**src/pld3_pkg.sv**
```systemverilog
// ----------------------------------------------------------------------------
// pld3_pkg
// Shared types and constants for the point to line distance core.
// ----------------------------------------------------------------------------
package pld3_pkg;

  localparam int DIST_WIDTH = 21;
  localparam int QUOT_WIDTH = 2 * DIST_WIDTH;

  // side information that travels with each request down the chain
  typedef struct packed {
    logic valid;
    logic degen;
    logic sat;
  } pld3_tag_t;

endpackage

```
**src/pld3_div_cell.sv**
```systemverilog
// ----------------------------------------------------------------------------
// pld3_div_cell
// One restoring divide step: one quotient bit per cell.
// ----------------------------------------------------------------------------
module pld3_div_cell import pld3_pkg::*; #(
  parameter int RW = 34
) (
  input  logic                  clk,
  input  logic                  rst,
  input  logic [RW-1:0]         rem_in,
  input  logic [QUOT_WIDTH-1:0] work_in,
  input  logic [RW-1:0]         den_in,
  input  pld3_tag_t             tag_in,
  output logic [RW-1:0]         rem_out,
  output logic [QUOT_WIDTH-1:0] work_out,
  output logic [RW-1:0]         den_out,
  output pld3_tag_t             tag_out
);

  logic [RW:0] trial;
  logic        ge;
  logic [RW:0] diff;

  always_comb begin
    trial = {rem_in, work_in[QUOT_WIDTH-1]};
    ge    = trial >= {1'b0, den_in};
    diff  = trial - {1'b0, den_in};
  end

  always_ff @(posedge clk) begin
    if (rst) begin
      tag_out.valid <= 1'b0;
    end else begin
      tag_out.valid <= tag_in.valid;
    end
  end

  always_ff @(posedge clk) begin
    tag_out.degen <= tag_in.degen;
    tag_out.sat   <= tag_in.sat;
    // numerator bits leave at the top, quotient bits enter at the bottom
    work_out      <= {work_in[QUOT_WIDTH-2:0], ge};
    rem_out       <= ge ? diff[RW-1:0] : trial[RW-1:0];
    den_out       <= den_in;
  end

endmodule

```
**config.mk**
```make
export PLATFORM = sky130hd
export DESIGN_NAME = pld3_div_cell
export DESIGN_NICKNAME = d
export VERILOG_FILES = /design/src/pld3_pkg.sv /design/src/pld3_div_cell.sv
export SDC_FILE = /design/constraint.sdc
export NUM_CORES = 1
export LEC_CHECK = 0
export ABC_CLOCK_PERIOD_IN_PS = 2600
export BUFFER_PORTS_ARGS = -buffer_cell sky130_fd_sc_hd__buf_2
export CAP_MARGIN = 20
export CELL_PAD_IN_SITES_DETAIL_PLACEMENT = 2
export CELL_PAD_IN_SITES_GLOBAL_PLACEMENT = 2
export CORE_UTILIZATION = 23
export CTS_BUF_LIST = sky130_fd_sc_hd__clkbuf_16
export CTS_CLUSTER_DIAMETER = 80
export DETAILED_ROUTE_END_ITERATION = 6
export GPL_TIMING_DRIVEN = 0
export PLACE_DENSITY_LB_ADDON = 0.1
export SLEW_MARGIN = 0
export SYNTH_ARGS = -nofsm -noshare
export SYNTH_HDL_FRONTEND = slang
export SYNTH_SLANG_ARGS = --single-unit
```
**constraint.sdc**
```tcl
create_clock -name clk -period 2.6 [get_ports clk]
set_input_delay 0.39 -clock clk [delete_from_list [all_inputs] [get_ports clk]]
set_output_delay 0.39 -clock clk [all_outputs]
set_load 0.02 [all_outputs]
```
# Yosys cells after proc, flatten, opt, wreduce, memory -nomap -nowiden

Index checks and enable logic that the tools add are counted.

Add/sub/neg operators: 1
Multipliers: 0
Div/mod/pow operators: 0
Order comparisons: 1
Eq/ne operators: 0
Shift operators: 0
Muxes and demuxes: 1
Bitwise operators: 0
Reduce and logical (&&, ||, !) cells: 0

Operators by type and width:

| kind                           | count |
|---|---|
| >= comparator 35 x 34 -> 1 bit | 1 |
| two-way mux 34 bit             | 1 |
| subtractor 34 bit              | 1 |

Register bits: 113
Latch bits: 0
Bits in writable memories: 0
Memory bits (read-only): 0
Memories kept: 0

# Depth between registers and ports, before layout

Word-level depth: 2
Mapped depth: 13

# Least setup slack after synthesis

No wires, ideal clock.

Path type: input to register
Start point: in work_in[41]
End point: reg rem_out[32]
Setup time: 115 ps
Arrival: 2614 ps
Data required time: 2485 ps
Slack: -130 ps
Stages: 12
Path buffers: 0
Cells stage by stage: inv_1 ha_1 inv_1 fa_1 a21oi_1 o211ai_1 a211oi_2 o22ai_1 o2111ai_1 a41oi_1 or3_1 a31o_1

Longest elaborated chain between the ends: 2

RTL lines:

| element                                                                    | RTL line                                 | text |
|---|---|---|
| from (decl)                                                                | pld3_div_cell.sv:11                      | `input logic [QUOT_WIDTH-1:0] work_in,` |
| subtractor 34 bit / >= comparator 35 x 34 -> 1 bit (equally long branches) | pld3_div_cell.sv:27, pld3_div_cell.sv:26 |  |
| two-way mux 34 bit (*)                                                     | pld3_div_cell.sv:43                      | `rem_out <= ge ? diff[RW-1:0] : trial[RW-1:0];` |
| to (signal assigned)                                                       | pld3_div_cell.sv:43                      |  |
| to (decl)                                                                  | pld3_div_cell.sv:14                      | `output logic [RW-1:0] rem_out,` |

Every way passes the cells marked *; elsewhere a longest branch is shown, timed or not.
A chain may end at the register's enable or synchronous reset.

# Worst setup path in the final report

Start point: in den_in[4]
End point: reg rem_out[25]

Longest elaborated chain between the ends: 2

RTL lines:

| element                                                                    | RTL line                                 | text |
|---|---|---|
| from (decl)                                                                | pld3_div_cell.sv:12                      | `input logic [RW-1:0] den_in,` |
| subtractor 34 bit / >= comparator 35 x 34 -> 1 bit (equally long branches) | pld3_div_cell.sv:27, pld3_div_cell.sv:26 |  |
| two-way mux 34 bit (*)                                                     | pld3_div_cell.sv:43                      |  |

Marks and branches as above.

==> impl_metrics.toml <==
[outcome]
status = "finished clean"

[final_layout]
nets = 899
fillers = 2271
most-common-layout-cells = "230 x buf_2, 113 x dfxtp_1, 52 x nand2_1, 42 x o21ai_0, 39 x inv_1"
regArea_mm2 = 0.00226
syn_to_final_growth_pct = 49.5
post_route_cells_drive_above_1_share = 0.416
final-instance-count-excl-fill = 1027
multi_input_comb_area_mm2 = 0.00224
diodes = 0
utilization = 0.354
stdcell_area_mm2 = 0.00694
most_common_cell_after_layout_fill_and_taps_aside = "buf_2"

[clocking]
tritoncts.num_buffers = 17
tritoncts = "done"
cts_sinks = 113
clockBufferDepth = 2
clock_tree.htree_level_count = 4
cts_hold_repair.buffers = 0
cts.clk_slew.worst_paths_ns = 0.06
clock_tree.root_cell = "clkbuf_16"

[logic_synthesis]
synth_seq_cells = 113
mappedNetlistArea_mm2 = 0.00464
syn_inst = 493
async_flop_share = 0
ys_types = 56
yosys_warnings = 0
synth-seq-area-share = 0.487
postSynthNetCount = 643
synth-edff-count = 0
synthesis.area_per_instance_um2 = 9.41
yosys_most_used_dff = "dfxtp_1"

[floorplanning]
core.rowCount = 51
die-area_mm2 = 0.0207
die-height_um = 144
placeableCoreArea_mm2 = 0.0196
io_pins = 228
die-width_um = 144
floorplan.initialDensity = 0.237

[place]
placed_cells_incl_taps = 985
dp_slack_ns = -0.912
postPlaceCellArea_mm2 = 0.00615
number_of_i_o_port_buffers = 227
routabilityCongestion = 0.709
dp_hpwl_um = 13000

[global_routing]
grt_use_total = 0.159
antenna_violations_before_repair = 1
grt_max_degree = 17
first_global_vias = 4866
grt_overflow = 0
grt_pass1_wl_um = 25000

[timing]
fin_tns_setup_ns = 0
tightest_slew_ns = 0.592
timing.final.setup_violations = 0
hold_viol_final = 0
maxSlewViolCount = 0
worst_hold_slack_ns = 0.0705
worst_slew_margin_rel = 0.603
min_period_ns = 2.53
layout_worst_path_cycle_share = 0.973
timing.fmax_ghz = 0.395
setup_ws_ns = 0.0711
grt_setup_unrepaired = "true"

[detailed_routing]
post_drt_via_cell_ratio = 4.41
drc = 0
drt-total-wl_um = 16400
ant_nets = 0
detail_route.wl_per_cell_um = 16.0
drt_pass1_iterations = 4
drt_iter0_markers = 105
via_count_of_the_routed_design = 4534

[critical_path]
critPathKind = "input pin to flop"
worst_ep_arrival_time_ns = 2.85
crit_path_max_fanout = 6
critical_path.startpoint_type = "input pin"
setup.worst_path.end_class = "flop"
critical_path_required_ns = 2.92

[pwr]
ir_worst_vdd_mv = 0.350
power_density_mw_per_mm2 = 774
power_mw = 5.37
leakage_nw = 3.34

[job]
cap_viol_max_count = 0

[min_path]
hold_depth = 1
hold_class = "input pin to flop"
-- per-layer routing --
layer	share of wire	up-vias	track usage	wire, um
met5	0.00055	-	0	9
met4	0.015	2	0.0616	254
met3	0.077	21	0.0414	1260
met2	0.50	159	0.285	8140
met1	0.41	2146	0.179	6760
li1	-	2206	-	-
-- path summary, 6_finish.rpt --
check                        from           end  slack, ns
worst min-delay path  work_in[34]  work_out[35]       0.07
worst max-delay path    den_in[4]   rem_out[25]       0.07
-- worst max-delay path, stage by stage --
cell and delay, ns:
buf_2 0.10, inv_1 0.09, ha_4 0.23, a21o_1 0.18, or3_1 0.35, o211ai_2 0.24, o21ai_1 0.15, a32o_2 0.33
buf_4 0.17, o21a_1 0.18, o21a_1 0.20, o31ai_4 0.24
-- report_power, final --
part / internal (mW) / switching (mW) / total, mW
Combinational: 0.479 / 0.746 / 1.22
Sequential: 1.91 / 0.0420 / 1.95
Clock: 1.25 / 0.948 / 2.19
-- synth_stat cells (2+ instances only) --
library cell	n	area, um^2
nand2_1	52	195
o31ai_1	4	30.0
clkbuf_2	3	15.0
clkbuf_1	9	33.8
nand2b_1	4	25.0
dfxtp_1	113	2260
mux2_2	3	33.8
a21oi_2	2	17.5
nand4_1	9	56.3
a221oi_1	2	17.5
a21o_1	11	82.6
and2_1	4	25.0
nor4_1	2	12.5
inv_1	41	154
o21ai_1	4	20.0
ha_1	34	425
nor2_1	22	82.6
a31oi_1	3	18.8
buf_2	4	20.0
buf_4	3	22.5
o21ai_0	44	220
xnor2_1	16	140
o21bai_1	4	30.0
nand3_1	7	35.0
xor2_1	13	114
nor2b_1	3	18.8
o211ai_1	4	30.0
and3_1	3	18.8
a211oi_1	3	22.5
o21a_1	3	22.5
a21oi_1	32	160
nor3_1	6	30.0
or3_1	3	18.8
-- state kept, by name, summed over array words and instances, names as in the netlist --
name	count
tag_out	3
work_out	42
den_out	34
rem_out	34
-- area by class of cell --
class,count,area share
Clock inverter,15,0.0180
Sequential cell,113,0.326
Inverter,42,0.0245
Buffer,14,0.0137
Tap cell,265,0.0478
Multi-Input combinational cell,317,0.322
Timing Repair Buffer,244,0.186
Clock buffer,17,0.0613
-- cells by family (layout without fill, tap and decap cells) --
logic type	Yosys count	after routing	synth area share
simple gates	118	118	0.116
xor+xnor	29	29	0.0547
compound gates	131	131	0.177
mux	4	4	0.00971
fa+ha+maj	35	35	0.0960
buf+inv	63	332	0.0593
flops	113	113	0.487
-- what timing repair did --
| action | CTS | global route |
|---|---|---|
| setup buffers | 8 | 9 |
| endpoints found under the setup margin | 21 | 34 |
| endpoints found under the hold margin | 0 | 0 |
| gates cloned | 0 | 0 |
| resized for setup | 10 | 19 |
| pin swaps | 5 | 15 |
Power figures use the tool's default switching activity.
