### config.mk
export PLATFORM = sky130hd
export DESIGN_NAME = pld3_sqrt_cell
export DESIGN_NICKNAME = d
export VERILOG_FILES = /design/src/pld3_pkg.sv /design/src/pld3_sqrt_cell.sv
export SDC_FILE = /design/constraint.sdc
export NUM_CORES = 1
export LEC_CHECK = 0
export BUFFER_PORTS_ARGS = -buffer_cell sky130_fd_sc_hd__buf_4
export CORE_MARGIN = 4
export CORE_UTILIZATION = 48
export DETAILED_ROUTE_END_ITERATION = 10
export PLACE_DENSITY = 0.84
export SLEW_MARGIN = 20
export SYNTH_ARGS = -nofsm -noshare
export SYNTH_HDL_FRONTEND = slang
export SYNTH_SLANG_ARGS = --single-unit
### constraint.sdc
create_clock -name clk -period 3.4 [get_ports clk]
set_input_delay 0.68 -clock clk [delete_from_list [all_inputs] [get_ports clk]]
set_output_delay 0.68 -clock clk [all_outputs]
set_load 0.005 [all_outputs]
### src/pld3_pkg.sv
// ----------------------------------------------------------------------------
// pld3_pkg
// Shared types and constants for the point to line distance core.
// ----------------------------------------------------------------------------
package pld3_pkg;

  localparam int DIST_WIDTH = 21;
  localparam int QUOT_WIDTH = 2 * DIST_WIDTH;

  // side information that travels with each request down the chain
  typedef struct packed {
    logic valid;
    logic degen;
    logic sat;
  } pld3_tag_t;

endpackage

### src/pld3_sqrt_cell.sv
// ----------------------------------------------------------------------------
// pld3_sqrt_cell
// One restoring square root step: one root bit per cell.
// ----------------------------------------------------------------------------
module pld3_sqrt_cell import pld3_pkg::*; (
  input  logic                  clk,
  input  logic                  rst,
  input  logic [DIST_WIDTH:0]   rem_in,
  input  logic [DIST_WIDTH-1:0] root_in,
  input  logic [QUOT_WIDTH-1:0] val_in,
  input  pld3_tag_t             tag_in,
  output logic [DIST_WIDTH:0]   rem_out,
  output logic [DIST_WIDTH-1:0] root_out,
  output logic [QUOT_WIDTH-1:0] val_out,
  output pld3_tag_t             tag_out
);

  logic [DIST_WIDTH+2:0] acc;
  logic [DIST_WIDTH+2:0] cand;
  logic                  ge;
  logic [DIST_WIDTH+2:0] diff;

  always_comb begin
    acc  = {rem_in, val_in[QUOT_WIDTH-1:QUOT_WIDTH-2]};
    cand = {1'b0, root_in, 2'b01};
    ge   = acc >= cand;
    diff = acc - cand;
  end

  always_ff @(posedge clk) begin
    if (rst) begin
      tag_out.valid <= 1'b0;
    end else begin
      tag_out.valid <= tag_in.valid;
    end
  end

  always_ff @(posedge clk) begin
    tag_out.degen <= tag_in.degen;
    tag_out.sat   <= tag_in.sat;
    val_out       <= {val_in[QUOT_WIDTH-3:0], 2'b00};
    root_out      <= {root_in[DIST_WIDTH-2:0], ge};
    rem_out       <= ge ? diff[DIST_WIDTH:0] : acc[DIST_WIDTH:0];
  end

endmodule
# Word-level counts from Yosys, hierarchy flattened
# Index checks and enable logic that the tools add are counted.
[totals] reg_bits=86 inputBits=90 output_inout_bits=88
[op_classes] add_sub_neg=1 order_cmp=1 n_mux=1
[ops] cell=">= comparator 24 x 23 -> 1 bit" n=1
[ops] cell="2-to-1 mux 22 bit" n=1
[ops] cell="subtractor 22 bit" n=1

# Logic depth before layout (Yosys ltp)
# Gate-level depths: netlist (run 1).
[depth] word_depth=2 mapped_depth=11

# Worst setup path before layout (run 1)
# OpenSTA, ideal clock, no wires.
[synth_path] path_kind="in2reg" startpoint="input root_in[3]" endpoint="register rem_out[11]" t_arrival_ns=2.381 required_time_ns=3.279 setup_slack_ns=0.898 stages=11 cell_sequence="inv_1 ha_1 buf_2 nand4_1 a211oi_1 o21ai_2 a31oi_4 nor2_4 inv_4 buf_8 mux2_4"
[synth_via] elab_chain_len=2 word_cells_on_any_way=3
[synth_lines] item="from (decl)" line="pld3_sqrt_cell.sv:9" text="input logic [DIST_WIDTH-1:0] root_in,"
[synth_lines] item=">= comparator 24 x 23 -> 1 bit" line="pld3_sqrt_cell.sv:26" text="ge = acc >= cand;"
[synth_lines] item="net ge" line="pld3_sqrt_cell.sv:20" text="logic ge;"
[synth_lines] item="2-to-1 mux 22 bit" line="pld3_sqrt_cell.sv:43" text="rem_out <= ge ? diff[DIST_WIDTH:0] : acc[DIST_WIDTH:0];"
[synth_lines] item="to (signal assigned)" line="pld3_sqrt_cell.sv:43"
[synth_lines] item="to (decl)" line="pld3_sqrt_cell.sv:12" text="output logic [DIST_WIDTH:0] rem_out,"
# The timed path passes the listed nets, and every way through them passes these cells.
# A chain may end at the register's enable or synchronous reset.

# Final worst setup path (run 1)
[layout_path] startpoint="input rem_in[17]" endpoint="register rem_out[9]"
[layout_via] elab_chain_len=2
[layout_lines] item="from (decl)" line="pld3_sqrt_cell.sv:8" text="input logic [DIST_WIDTH:0] rem_in,"
[layout_lines] item=">= comparator 24 x 23 -> 1 bit" line="pld3_sqrt_cell.sv:26"
[layout_lines] item="2-to-1 mux 22 bit" line="pld3_sqrt_cell.sv:43"
# Every way passes these cells.

==> results of run 1 <==
==> cell type report <==
| class | instances | area [um^2] |
|---|---|---|
| clock buffer | 9 | 123.9 |
| clock inverter | 6 | 71.32 |
| fill | 521 | 1893 |
| inverter | 29 | 113.9 |
| multi-input combinational | 199 | 1504 |
| sequential | 86 | 1722 |
| tap | 96 | 120.1 |
| timing repair buffer | 176 | 1321 |
==> power by group through the flow <==
stage	Combinational, mW	Clock, mW	Sequential [mW]
after global placement	0.571	0	1.15
final	0.583	0.706	1.13
after CTS	0.587	0.726	1.13
after floorplan	0.282	0	1.16
after global routing	0.633	0.775	1.14
after detailed placement	0.583	0	1.15
==> state kept, by name, indices dropped and copies added, names as in the netlist <==
| name | cells |
|---|---|
| val_out | 40 |
| tag_out | 3 |
| rem_out | 22 |
| root_out | 21 |
==> final timing paths <==
path	startpoint	end	slack [ps]
setup / recovery	rem_in[17]	rem_out[9]	870
hold / removal	val_in[35]	val_out[37]	430
==> layer usage <==
metal  up-vias  GRT usage, %  part of all wire (%)
met5         -             0                     0
li1       1479             -                     -
met3         5         11.62                    12
met2       124         42.18                    51
met1      1357         24.80                    36
met4         0         7.054                  0.89
==> worst max-delay path, cell delays in order <==
cell and delay [ps]:
buf_4 110, ha_1 370, a21oi_2 180, o21ai_1 140
o21ai_0 400, a31oi_4 80, nor2_4 310, inv_4 170
mux2_4 330
==> cell families (layout without fill, tap and decap cells) <==
| kind of cell | after synthesis | count (layout) | share of synthesized area [%] |
|---|---|---|---|
| DFF | 86 | 86 | 50.20 |
| and+or+nand+nor | 71 | 71 | 9.960 |
| muxes | 12 | 12 | 4.743 |
| buffers and inverters | 44 | 220 | 6.056 |
| adders and majority gates | 23 | 23 | 8.391 |
| xor gates and xnor gates | 14 | 14 | 3.575 |
| AOI/OAI and AO/OA | 77 | 77 | 16.97 |
| other | 1 | 2 | 0.1093 |
==> cell usage after synthesis, drive strengths merged (5+ instances only) <==
cell type / instances
nand2: 15
ha: 23
a21oi: 19
mux2: 10
xnor2: 8
inv: 29
a211oi: 8
xor2: 6
o21ai: 15
nand4: 6
o31ai: 6
dfxtp: 86
a31oi: 5
nand3: 16
nor2: 18
o21a: 8
buf: 13
nor3: 10
==> stage by stage <==
step | setup slack, ps | util (%) | total power [mW]
2_1_floorplan | 898.1 | - | 1.444
3_3_place_gp | 572.0 | 69.60 | 1.719
3_5_place_dp | 525.8 | 69.60 | 1.734
4_1_cts | 901.9 | 72.44 | 2.441
5_1_grt | 735.2 | 72.44 | 2.545
6_report | 870.9 | 72.44 | 2.417
==> impl_metrics.tcl, run 1 <==
set metrics [dict create \
    cts_tree "yes" \
    cts_sinks 86 \
    fp-row-count 30 \
    max_freq_mhz 395.4 \
    drtIter0Drc 106 \
    cts_root_buffer "clkbuf_8" \
    post-route-min-period_ps 2529 \
    crit_type "in -> reg" \
    p_seq_share_pct 46.6 \
    place.gp.congestion 0.9097 \
    power_density_nw_per_um2 485.7 \
    final_common_cell "buf_4" \
    hold_path.class "in -> reg" \
    dr_total_vias 2965 \
    drt_wl_total_um 10180 \
    synth_area_leaders "dfxtp_1 50%, ha_1 8.4%, mux2_4 3.5%" \
    hold_violations 0 \
    ys.flop_type "dfxtp_1" \
    endpoint_kind "flip-flop" \
    cts_hold_buf 0 \
    min_path_cells 1 \
    ys_seq_area_share_pct 50.20 \
    stdcell_area_um2 4976 \
    final_cell_mix "176 x buf_4, 86 x dfxtp_1, 27 x inv_1" \
    clk_pin_slew_ps 90 \
    status "finished, final reports clean" \
    startpoint_type "input port" \
    synth_top_cell_area_share_pct 50.20 \
    pin_count 178 \
    synth-edff-count 0 \
    layoutNonFillerInstCount 601 \
    grt.overflow.total 0 \
    period_share_pct 74.39 \
    ir_worst_vdd_mv 0.2123 \
    core-area_um2 6869 \
    die_width_um 92.53 \
    io_buffers 175 \
    place_inst 586 \
    post_cts.repair.setup_buffers 0 \
    ys_warn_count 0 \
    drcViolationCount 0 \
    floorplan.initialDensity_pct 49.93 \
    pwr-share-clk_pct 29.2 \
    clockBufferDepth 2 \
    nets 614 \
    synth_cells 328 \
    ys_ff_latch 86 \
    wl_per_cell_um 16.94 \
    grt_antenna_before_repair 0 \
    cts_buffers 9 \
    final_layout_size_suffix_gt1_share_pct 43.17 \
    fin_setup_tns_ps 0 \
    critPathRequiredTime_ps 3640 \
    die-area_um2 8561 \
    via_per_inst 4.933 \
    synth.largest_area_cell "dfxtp_1" \
    h-tree-depth 3 \
    setup_violations 0 \
    cts_resized 0 \
    ant_nets 0 \
    rsz0062_at_grt "no" \
    p_int_mw 1.763 \
    p_sw_uw 653.9 \
    maxCapViolCount 0 \
    cp.arrival_ps 2760 \
    crit_fanout 12 \
    areaGrowthSynthToFinish_pct 45.09 \
    grt_pass1_vias 3084 \
    syn-cell-area_um2 3430 \
    yosysUniqueCellTypes 52 \
    hold-worst-slack_ps 428.7 \
    grt_pass1_wl_um 15860 \
    hpwl_um 8278 \
    globalRouteTotalUtil_pct 23.82 \
    slew_viol_final 0 \
    first_pass_iters 4 \
    p_comb_share_pct 24.1 \
    die_h_um 92.53 \
    syn_area_per_cell_um2 10.46 \
    place_area_um2 4781 \
    insertedDiodeCount 0 \
    power.leakage_nw 2.411 \
    grt_max_degree 16 \
    async_flop_share_pct 0 \
    swShare_pct 27.06 \
]
Note: power is estimated with default switching activity, not from simulation.
==> inputs of run 2 (changes only) <==
ABC_AREA = 1   (was default)
CORE_UTILIZATION = 47   (was 48)
PLACE_DENSITY = 0.8   (was 0.84)
clock period = 2.6 ns   (was 3.4 ns; I/O delays follow)
==> impl_metrics.tcl, run 2 <==
set metrics [dict create \
    status "finished, final reports clean" \
    clockBufferDepth 2 \
    grt_pass1_vias 3539 \
    ys_seq_area_share_pct 44.24 \
    cts_resized 0 \
    ys.flop_type "dfxtp_1" \
    endpoint_kind "flip-flop" \
    synthTopCellsByCount "151 x nand2_1, 101 x inv_1, 86 x dfxtp_1" \
    post-route-min-period_ps 1937 \
    hold_violations 0 \
    insertedDiodeCount 0 \
    die_width_um 98.99 \
    h-tree-depth 3 \
    die-area_um2 9799 \
    period_share_pct 74.48 \
    cts_hold_buf 0 \
    max_freq_mhz 516.4 \
    fin_setup_tns_ps 0 \
    largest_reg_flops 40 \
    cp_slowest_cell "and2_1" \
    syn_area_per_cell_um2 7.705 \
    startpoint_type "input port" \
    drcViolationCount 0 \
    grt_pass1_wl_um 17150 \
    die_h_um 98.99 \
    syn-cell-area_um2 3891 \
    cp_cell_sequence "buf_4 -> ha_1 -> nand2_2 -> inv_1 -> nand2_1 -> nand2_1 -> nand2_1 -> nand2_1 -> nand2_1 -> and2_1 -> nand4_1 -> nand2_1" \
    place.gp.congestion 0.9534 \
    cts_root_buffer "clkbuf_8" \
    grt.overflow.total 0 \
    critPathRequiredTime_ps 2900 \
    first_pass_iters 7 \
    io_buffers 175 \
    hpwl_um 8993 \
    final_common_cell "buf_4" \
    top_register "val_out" \
    cp_common_cell "nand2_1" \
    grt_max_degree 19 \
    crit_type "in -> reg" \
    grt_antenna_before_repair 0 \
    core-area_um2 7888 \
    ir_worst_vdd_mv 0.2413 \
    setup_violations 0 \
    wl_per_cell_um 13.72 \
    areaGrowthSynthToFinish_pct 41.25 \
    post_cts.repair.setup_buffers 0 \
    hold_path.class "in -> reg" \
    slew_viol_final 0 \
    clk_pin_slew_ps 90 \
    synth_area_leaders "dfxtp_1 44%, nand2_1 15%, inv_1 9.7%" \
    synth.largest_area_cell "dfxtp_1" \
    pin_count 178 \
    ys_warn_count 0 \
    yosysMostFrequentCell "nand2_1" \
    globalRouteTotalUtil_pct 21.98 \
    synth_cells 505 \
    reg_top3 "val_out (40), rem_out (22), root_out (21)" \
    ys_ff_latch 86 \
    async_flop_share_pct 0 \
    fillers 651 \
    drt_wl_total_um 10900 \
    cp.arrival_ps 2240 \
    fp-row-count 32 \
    power_density_nw_per_um2 586.6 \
    crit_fanout 11 \
    via_per_inst 4.623 \
    cts_tree "yes" \
    maxCapViolCount 0 \
    dr_total_vias 3671 \
    synth-edff-count 0 \
    final_cell_mix "178 x buf_4, 151 x nand2_1, 101 x inv_1" \
    crit_family "simple AND/OR/NAND/NOR gates" \
    synth_top_cell_area_share_pct 44.24 \
    rsz0062_at_grt "no" \
    max_stage_delay_ps 430 \
    ant_nets 0 \
    final_layout_size_suffix_gt1_share_pct 33.67 \
    floorplan.initialDensity_pct 49.33 \
    cts_sinks 86 \
    cts_buffers 9 \
    crit_cells 12 \
    nets 800 \
    yosysUniqueCellTypes 29 \
    min_path_cells 1 \
    crit_buf_inv 2 \
    power.leakage_nw 3.088 \
    drtIter0Drc 184 \
    fin_total_pwr_mw 3.224 \
]
run 2: cell count changes after synthesis, sizes merged, moves of 8 or more:
cell,previous run,this run
nand3,16,29
mux2,10,0
inv,29,102
nor2,18,32
nand4,6,16
a211oi,8,0
o21a,8,0
nand2,15,160
run 2: area by class of cell:
class | count | area (um^2) | share of cell area (%)
clock buffers | 9 | 123.9 | 2.254
clock inverters | 7 | 80.08 | 1.457
inverters | 102 | 382.9 | 6.966
multi-input cells | 309 | 1704 | 31.00
flip-flops and latches | 86 | 1722 | 31.32
well taps | 102 | 127.6 | 2.322
repair buffers | 179 | 1356 | 24.68
run 2: worst paths after layout:
path,end,start,slack [ps]
worst max-delay path,rem_out[11],rem_in[8],660
worst min-delay path,tag_out[0],tag_in[0],260
run 2: kinds of logic after synthesis:
group	Yosys count	share of synthesized area, %
other cells	1	0.09637
simple gates	247	29.29
flops	86	44.24
compound gates	28	4.887
buf+inv	111	12.06
fa+ha+maj	23	7.396
xor+xnor	9	2.026
run 2: report_power, final:
part	switching [mW]	internal, mW
Sequential	0.0320	1.44
Combinational	0.398	0.397
Clock	0.503	0.457
run 2: routing by layer:
layer,global-route usage (%),part of all wire [%],up-vias
met1,25.03,39,1602
met2,38.48,49,155
li1,-,-,1895
met4,6.618,2.2,0
met3,7.785,9.7,19
met5,0,0,-
run 2: per-stage QoR:
step | cell area (um^2) | cells | utilization (%) | hold WS (ps) | worst slack (ps)
global route | 5497 | 794 | 69.69 | 228.4 | 450.8
detailed placement | 5293 | 778 | 67.10 | 625.7 | 283.0
finish | 5497 | 794 | 69.69 | 261.0 | 663.5
CTS | 5497 | 794 | 69.69 | 248.7 | 646.8
global placement | 5293 | 778 | 67.10 | 624.9 | 328.0
floorplan | 3895 | 506 | - | 547.7 | 676.0
